==> src/hdl/tph_pkg.sv <==
// types, constants and angle table for the two-point position and heading block
`timescale 1ns / 1ps
package tph_pkg;

   localparam int COORD_W   = 14;
   localparam int DELTA_W   = COORD_W + 1;
   localparam int GUARD_W   = 8;
   localparam int VEC_W     = DELTA_W + GUARD_W + 3;
   localparam int ANGLE_W   = 20;
   localparam int HEADING_W = 16;
   localparam int ATAN_LEN  = 24;
   localparam int STAGE_IDX_W = 5;

   localparam logic signed [ANGLE_W-1:0]   PI_Q16 = 20'sd205887;
   localparam logic signed [HEADING_W-1:0] PI_Q13 = 16'sd25736;

   typedef struct packed {
      logic [COORD_W-1:0]      pos_x;
      logic [COORD_W-1:0]      pos_y;
      logic signed [VEC_W-1:0] x;
      logic signed [VEC_W-1:0] y;
      logic signed [ANGLE_W-1:0] z;
      logic                    degenerate;
      logic                    left;
   } cordic_word_type;

   typedef struct packed {
      logic [COORD_W-1:0]          pos_x;
      logic [COORD_W-1:0]          pos_y;
      logic signed [HEADING_W-1:0] heading;
      logic                        degenerate;
   } result_word_type;

   // atan(2^-i) in Q16
   function automatic logic signed [ANGLE_W-1:0] atan_q16(input logic [STAGE_IDX_W-1:0] idx);
      logic signed [ANGLE_W-1:0] val;
      unique case (idx)
         5'd0:  val = 20'sd51472;
         5'd1:  val = 20'sd30386;
         5'd2:  val = 20'sd16055;
         5'd3:  val = 20'sd8150;
         5'd4:  val = 20'sd4091;
         5'd5:  val = 20'sd2047;
         5'd6:  val = 20'sd1024;
         5'd7:  val = 20'sd512;
         5'd8:  val = 20'sd256;
         5'd9:  val = 20'sd128;
         5'd10: val = 20'sd64;
         5'd11: val = 20'sd32;
         5'd12: val = 20'sd16;
         5'd13: val = 20'sd8;
         5'd14: val = 20'sd4;
         5'd15: val = 20'sd2;
         5'd16: val = 20'sd1;
         default: val = '0;
      endcase
      return val;
   endfunction

endpackage

==> src/hdl/tph_if.sv <==
// valid/ready channel interfaces for point pairs and results
`timescale 1ns / 1ps
interface tph_req_if
   import tph_pkg::*;
   ();
   logic               valid;
   logic               ready;
   logic [COORD_W-1:0] first_x;
   logic [COORD_W-1:0] first_y;
   logic [COORD_W-1:0] second_x;
   logic [COORD_W-1:0] second_y;

   modport source (output valid, first_x, first_y, second_x, second_y, input ready);
   modport sink   (input valid, first_x, first_y, second_x, second_y, output ready);
endinterface

interface tph_rsp_if
   import tph_pkg::*;
   ();
   logic                        valid;
   logic                        ready;
   logic [COORD_W-1:0]          pos_x;
   logic [COORD_W-1:0]          pos_y;
   logic signed [HEADING_W-1:0] heading;
   logic                        degenerate;

   modport source (output valid, pos_x, pos_y, heading, degenerate, input ready);
   modport sink   (input valid, pos_x, pos_y, heading, degenerate, output ready);
endinterface

==> src/hdl/tph_pre.sv <==
// input stage: point differences, guard scaling and half-plane prerotation
`timescale 1ns / 1ps
module tph_pre
   import tph_pkg::*;
(
   input  logic               clock,
   input  logic               reset,
   input  logic               advance,
   input  logic               in_valid,
   input  logic [COORD_W-1:0] first_x,
   input  logic [COORD_W-1:0] first_y,
   input  logic [COORD_W-1:0] second_x,
   input  logic [COORD_W-1:0] second_y,
   output logic               out_valid,
   output cordic_word_type    out_word
);

   logic                     valid_ff;
   cordic_word_type          word_ff;
   cordic_word_type          word_in;
   logic signed [DELTA_W-1:0] dx;
   logic signed [DELTA_W-1:0] dy;
   logic signed [VEC_W-1:0]  sx;
   logic signed [VEC_W-1:0]  sy;

   always_comb begin
      dx = $signed({1'b0, second_x}) - $signed({1'b0, first_x});
      dy = $signed({1'b0, second_y}) - $signed({1'b0, first_y});
      sx = VEC_W'(dx) <<< GUARD_W;
      sy = VEC_W'(dy) <<< GUARD_W;
      word_in.pos_x      = first_x;
      word_in.pos_y      = first_y;
      word_in.degenerate = (dx == '0) && (dy == '0);
      word_in.left       = (dy == '0) && dx[DELTA_W-1];
      if (dx[DELTA_W-1]) begin
         word_in.x = -sx;
         word_in.y = -sy;
         word_in.z = dy[DELTA_W-1] ? -PI_Q16 : PI_Q16;
      end else begin
         word_in.x = sx;
         word_in.y = sy;
         word_in.z = '0;
      end
   end

   always_ff @(posedge clock) begin
      if (reset) begin
         valid_ff <= 1'b0;
      end else if (advance) begin
         valid_ff <= in_valid;
      end
   end

   always_ff @(posedge clock) begin
      if (advance) begin
         word_ff <= word_in;
      end
   end

   assign out_valid = valid_ff;
   assign out_word  = word_ff;

endmodule

==> src/hdl/tph_cordic_stage.sv <==
// one registered cordic vectoring micro-rotation
`timescale 1ns / 1ps
module tph_cordic_stage
   import tph_pkg::*;
#(
   parameter int STAGE = 0
) (
   input  logic            clock,
   input  logic            reset,
   input  logic            advance,
   input  logic            in_valid,
   input  cordic_word_type in_word,
   output logic            out_valid,
   output cordic_word_type out_word
);

   localparam logic signed [ANGLE_W-1:0] ATAN_STEP = atan_q16(STAGE_IDX_W'(STAGE));

   logic                    valid_ff;
   cordic_word_type         word_ff;
   cordic_word_type         word_in;
   logic signed [VEC_W-1:0] xs;
   logic signed [VEC_W-1:0] ys;

   always_comb begin
      xs      = in_word.x >>> STAGE;
      ys      = in_word.y >>> STAGE;
      word_in = in_word;
      if (!in_word.y[VEC_W-1]) begin
         word_in.x = in_word.x + ys;
         word_in.y = in_word.y - xs;
         word_in.z = in_word.z + ATAN_STEP;
      end else begin
         word_in.x = in_word.x - ys;
         word_in.y = in_word.y + xs;
         word_in.z = in_word.z - ATAN_STEP;
      end
   end

   always_ff @(posedge clock) begin
      if (reset) begin
         valid_ff <= 1'b0;
      end else if (advance) begin
         valid_ff <= in_valid;
      end
   end

   always_ff @(posedge clock) begin
      if (advance) begin
         word_ff <= word_in;
      end
   end

   assign out_valid = valid_ff;
   assign out_word  = word_ff;

endmodule

==> src/hdl/tph_post.sv <==
// output stage: rounding to q13, negation, clamping and special headings
`timescale 1ns / 1ps
module tph_post
   import tph_pkg::*;
(
   input  logic            clock,
   input  logic            reset,
   input  logic            advance,
   input  logic            in_valid,
   input  cordic_word_type in_word,
   output logic            out_valid,
   output result_word_type out_word
);

   logic                      valid_ff;
   result_word_type           word_ff;
   result_word_type           word_in;
   logic signed [ANGLE_W-1:0] rounded;
   logic signed [ANGLE_W:0]   negated;

   always_comb begin
      rounded = (in_word.z + ANGLE_W'(4)) >>> 3;
      negated = -(ANGLE_W+1)'(rounded);
      word_in.pos_x      = in_word.pos_x;
      word_in.pos_y      = in_word.pos_y;
      word_in.degenerate = in_word.degenerate;
      priority if (in_word.degenerate) begin
         word_in.heading = '0;
      end else if (in_word.left) begin
         word_in.heading = PI_Q13;
      end else if (negated > (ANGLE_W+1)'(PI_Q13)) begin
         word_in.heading = PI_Q13;
      end else if (negated < -(ANGLE_W+1)'(PI_Q13)) begin
         word_in.heading = -PI_Q13;
      end else begin
         word_in.heading = HEADING_W'(negated);
      end
   end

   always_ff @(posedge clock) begin
      if (reset) begin
         valid_ff <= 1'b0;
      end else if (advance) begin
         valid_ff <= in_valid;
      end
   end

   always_ff @(posedge clock) begin
      if (advance) begin
         word_ff <= word_in;
      end
   end

   assign out_valid = valid_ff;
   assign out_word  = word_ff;

endmodule

==> src/hdl/two_point_position_heading.sv <==
// top level: position passthrough and pipelined cordic heading from two points
//
//   channel  dir  words carried
//   req      in   first_x, first_y, second_x, second_y
//   rsp      out  pos_x, pos_y, heading, degenerate
//
// the pipeline is an input stage, one stage per rotation and an output stage;
// one word per cycle is accepted and delivered while rsp is not stalled.
// every stage holds a valid bit and loads when empty or when the next one moves,
// so bubbles collapse and a stall on rsp backs up without loss.
// synchronous reset clears the valid bits only.
`timescale 1ns / 1ps
module two_point_position_heading
   import tph_pkg::*;
#(
   parameter int CORDIC_STAGES = 16
) (
   input logic      clock,
   input logic      reset,
   tph_req_if.sink  req,
   tph_rsp_if.source rsp
);

   localparam int DEPTH = CORDIC_STAGES + 2;

   logic [DEPTH-1:0]  valid;
   logic [DEPTH-1:0]  advance;
   cordic_word_type   word [DEPTH-1];
   result_word_type   result;

   always_comb begin
      advance[DEPTH-1] = !valid[DEPTH-1] || rsp.ready;
      for (int k = DEPTH - 2; k >= 0; k--) begin
         advance[k] = !valid[k] || advance[k+1];
      end
   end

   assign req.ready = advance[0];

   tph_pre u_pre (
      .clock    (clock),
      .reset    (reset),
      .advance  (advance[0]),
      .in_valid (req.valid),
      .first_x  (req.first_x),
      .first_y  (req.first_y),
      .second_x (req.second_x),
      .second_y (req.second_y),
      .out_valid(valid[0]),
      .out_word (word[0])
   );

   for (genvar i = 0; i < CORDIC_STAGES; i++) begin : g_rot
      tph_cordic_stage #(
         .STAGE(i)
      ) u_stage (
         .clock    (clock),
         .reset    (reset),
         .advance  (advance[i+1]),
         .in_valid (valid[i]),
         .in_word  (word[i]),
         .out_valid(valid[i+1]),
         .out_word (word[i+1])
      );
   end

   tph_post u_post (
      .clock    (clock),
      .reset    (reset),
      .advance  (advance[DEPTH-1]),
      .in_valid (valid[DEPTH-2]),
      .in_word  (word[DEPTH-2]),
      .out_valid(valid[DEPTH-1]),
      .out_word (result)
   );

   assign rsp.valid      = valid[DEPTH-1];
   assign rsp.pos_x      = result.pos_x;
   assign rsp.pos_y      = result.pos_y;
   assign rsp.heading    = result.heading;
   assign rsp.degenerate = result.degenerate;

   a_degenerate_zero: assert property (@(posedge clock) disable iff (reset)
      rsp.valid && rsp.degenerate |-> rsp.heading == '0)
      else $error("degenerate word with nonzero heading");

   a_heading_range: assert property (@(posedge clock) disable iff (reset)
      rsp.valid |-> (rsp.heading <= PI_Q13) && (rsp.heading >= -PI_Q13))
      else $error("heading outside plus or minus pi");

   a_reset_empty: assert property (@(posedge clock)
      reset |=> !rsp.valid && req.ready)
      else $error("pipeline not empty after reset");

endmodule
==> src/flat_wrapper.sv <==
// flat-port wrapper written by rule: the top's interface ports become plain ports
module two_point_position_heading_flat import tph_pkg::*;
#(
   parameter int CORDIC_STAGES = 16
)
  (clock, reset, req_valid, req_first_x, req_first_y, req_second_x, req_second_y, req_ready, rsp_valid, rsp_pos_x, rsp_pos_y, rsp_heading, rsp_degenerate, rsp_ready);
  tph_req_if req_i ();
  tph_rsp_if rsp_i ();
  input logic clock;
  input logic reset;
  input wire logic [$bits(req_i.valid)-1:0] req_valid;
  input wire logic [$bits(req_i.first_x)-1:0] req_first_x;
  input wire logic [$bits(req_i.first_y)-1:0] req_first_y;
  input wire logic [$bits(req_i.second_x)-1:0] req_second_x;
  input wire logic [$bits(req_i.second_y)-1:0] req_second_y;
  output wire logic [$bits(req_i.ready)-1:0] req_ready;
  output wire logic [$bits(rsp_i.valid)-1:0] rsp_valid;
  output wire logic [$bits(rsp_i.pos_x)-1:0] rsp_pos_x;
  output wire logic [$bits(rsp_i.pos_y)-1:0] rsp_pos_y;
  output wire logic [$bits(rsp_i.heading)-1:0] rsp_heading;
  output wire logic [$bits(rsp_i.degenerate)-1:0] rsp_degenerate;
  input wire logic [$bits(rsp_i.ready)-1:0] rsp_ready;
  assign req_i.valid = req_valid;
  assign req_i.first_x = req_first_x;
  assign req_i.first_y = req_first_y;
  assign req_i.second_x = req_second_x;
  assign req_i.second_y = req_second_y;
  assign req_ready = req_i.ready;
  assign rsp_valid = rsp_i.valid;
  assign rsp_pos_x = rsp_i.pos_x;
  assign rsp_pos_y = rsp_i.pos_y;
  assign rsp_heading = rsp_i.heading;
  assign rsp_degenerate = rsp_i.degenerate;
  assign rsp_i.ready = rsp_ready;
  two_point_position_heading #(.CORDIC_STAGES(CORDIC_STAGES)) u_core (.clock(clock), .reset(reset), .req(req_i), .rsp(rsp_i));
endmodule
==> config.mk <==
export PLATFORM = sky130hd
export DESIGN_NAME = two_point_position_heading_flat
export DESIGN_NICKNAME = d
export VERILOG_FILES = /design/src/hdl/tph_pkg.sv /design/src/hdl/tph_if.sv /design/src/hdl/tph_pre.sv /design/src/hdl/tph_cordic_stage.sv /design/src/hdl/tph_post.sv /design/src/hdl/two_point_position_heading.sv /design/src/flat_wrapper.sv
export SDC_FILE = /design/constraint.sdc
export NUM_CORES = 2
export LEC_CHECK = 0
export BUFFER_PORTS_ARGS = -buffer_cell sky130_fd_sc_hd__buf_2
export CAP_MARGIN = 20
export CORE_AREA = 2 2 440 442
export DETAILED_ROUTE_END_ITERATION = 7
export DIE_AREA = 0 0 442 444
export PLACE_DENSITY = 0.81
export SYNTH_ARGS = -nofsm -noshare
export SYNTH_HDL_FRONTEND = slang
export SYNTH_HIERARCHICAL = 1
export SYNTH_SLANG_ARGS = --single-unit
==> constraint.sdc <==
create_clock -name clock -period 12.76 [get_ports clock]
set_input_delay 1.276 -clock clock [delete_from_list [all_inputs] [get_ports clock]]
set_output_delay 1.276 -clock clock [all_outputs]
set_load 0.02 [all_outputs]
==> reports/metrics.csv <==
metric;value;unit
outcome;completed;
Finished Layout Cells;13710;
Hold WC Path Type;flip-flop to flip-flop;
DR pass1 iterations;7;
synthesized area;0.1144;mm2
Die W;442;um
Clk Latency, worst-skew pair;0.88;ns
fin. max-slew vios;0;
placed cell count;13400;
core box area;0.1916;mm2
unrepaired setup endpoints after global routing;false;
Post-CTS Setup Bufs;0;
Syn-to-layout area delta;7.466;%
synth warn;6;
depth of the worst register-to-register path;13;
total global routing track utilization;28.36;%
crit path max fanout;52;
Final ANT Viol Nets;0;
reg2reg start;u_core/g_rot[9].u_stage/out_word[61]$_DFFE_PP_;
final hold viol count;0;
vias in the first global route;83200;
DIE AREA;0.1962;mm2
share of layout cells above drive strength 1;6.883;%
grt met3 use;3.364;%
Worst Path Required;11.48;ns
# port buffers;106;
crit path from;rsp_ready;
# setup viols final;0;
wire per inst;20.85;um
most used cell along the critical path;buf_2;
GR Util met1;38.09;%
TritonCTS clock tree;yes;
Relative slew margins;22.92;%
Clock Path Buffers;3;
Clock Skews;0.07925;ns
Post-CTS Hold Buffers;0;
crit share post-route;40.31;%
CP Launch Type;primary input;
max-cap viol count;0;
drt drc;0;
CTS Sinks;1634;
die height;444;um
worst hold start;u_core/g_rot[6].u_stage/out_word[83]$_DFFE_PP_;
io pins;107;
Multi-input gate area;0.06223;mm2
Synth Instances;11000;
Crit-path slowest cell;nor4_4;
antenna violations before repair;0;
Rows;161;
GP Congestion;0.9860;
FF+latch area;0.04889;mm2
clock slew at reported path FFs;0.06;ns
Worst Hold Depth;0;
TritonCTS Buffers;171;
Fin Setup TNS;0;ns
initial drt markers;8116;
# H-tree levels;4;
clock root cell;clkbuf_16;
Mapped Avg Cell Area;10.41;um2
Post-DP HPWL;216200;um
CTS resizes;0;
global-route wire length before repair;452200;um
Max Freq;194.4;MHz
GR Overflow Total;0;
Worst Path Arrival;3.87;ns
busiest layer in global routing;met2;
CP max stage delay;0.79;ns
DRT Wirelength;286000;um
CP cell instances;buf_2, nand2b_4, nor2_8, inv_4, nor4_4, nand3_4, buf_2;
mean number of vias per cell;6.333;
CP Class;primary input to output port;
ANT cells;0;
Initial Util;59.74;%
Worst-Margin Slew;1.156;ns
CP endpoint kind;output port;
fin nets;12210;
largest net degree at the start of global routing;90;
Tmin final;5.143;ns
routed vias;86850;
FILL cells;14640;
met2 Use GR;47.68;%
[through the flow]
step / hold slack [ns] / util, % / setup slack [ns] / instance area [um2]
finish: 0.3802 / 64.20 / 7.617 / 123000
floorplan: 0.4003 / - / 6.003 / 114500
global route: 0.3886 / 64.20 / 7.393 / 123000
global placement: 0.4003 / 61.15 / 7.803 / 117100
detailed placement: 0.4045 / 61.15 / 7.620 / 117100
CTS: 0.3774 / 64.20 / 7.551 / 123000
[cell type report]
cell class	instances	share of cell area (%)
clock inverters	114	1.171
well taps	2526	2.570
inverters	547	1.680
repair buffers	143	0.6572
clock buffers	204	3.580
flip-flops and latches	1634	39.75
multi-input cells	8545	50.59
[registers in the layout (all words and copies together), names as in the netlist]
name                            count
u_core/u_pre/out_valid              1
u_core/g_rot.u_stage/out_valid     16
u_core/g_rot.u_stage/out_word    1502
u_core/u_pre/out_word              69
u_core/u_post/out_word             45
u_core/u_post/out_valid             1
[metal layers]
metal / share of wire, % / vias up
li1: - / 41060
met1: 43 / 41890
met2: 48 / 3264
met3: 6.2 / 639
met4: 3.4 / 0
met5: 0 / -
[path summary, 6_finish.rpt]
check | end | slack (ns)
setup / recovery | req_ready | 7.62
hold / removal | u_core/g_rot[7].u_stage/out_word[83]$_DFFE_PP_ | 0.38
setup reg to reg | u_core/g_rot[10].u_stage/out_word[46]$_DFFE_PP_ | 7.85
hold reg to reg | u_core/g_rot[7].u_stage/out_word[83]$_DFFE_PP_ | 0.38
[cell usage in the layout (no fill, tap or decap), drive strengths merged, types with 39 or more instances in the layout]
cell type / instances
clkbuf: 204
o21a: 161
nor4: 92
a21o: 359
ha: 1061
o31ai: 80
inv: 551
nor2: 894
nand4: 123
nor3: 251
a211oi: 126
xor2: 466
o21bai: 115
nand3: 196
o21ai: 517
mux2i: 52
nand2: 595
o41ai: 42
edfxtp: 1616
xnor2: 854
a21oi: 1114
nand2b: 111
clkinv: 83
o211ai: 77
fa: 47
or3: 68
or2: 39
nor2b: 136
a31oi: 140
buf: 143
and2: 83
and3: 112
[critical path, delay by kind of cell]
family / cells / cell delay [ns]
AND/OR/NAND/NOR: 4 / 1.92
buffers and inverters: 3 / 0.66
Power is left out: the tool's default activity adds up to more than one toggle a clock period on the data nets, which glitch-free logic cannot reach.
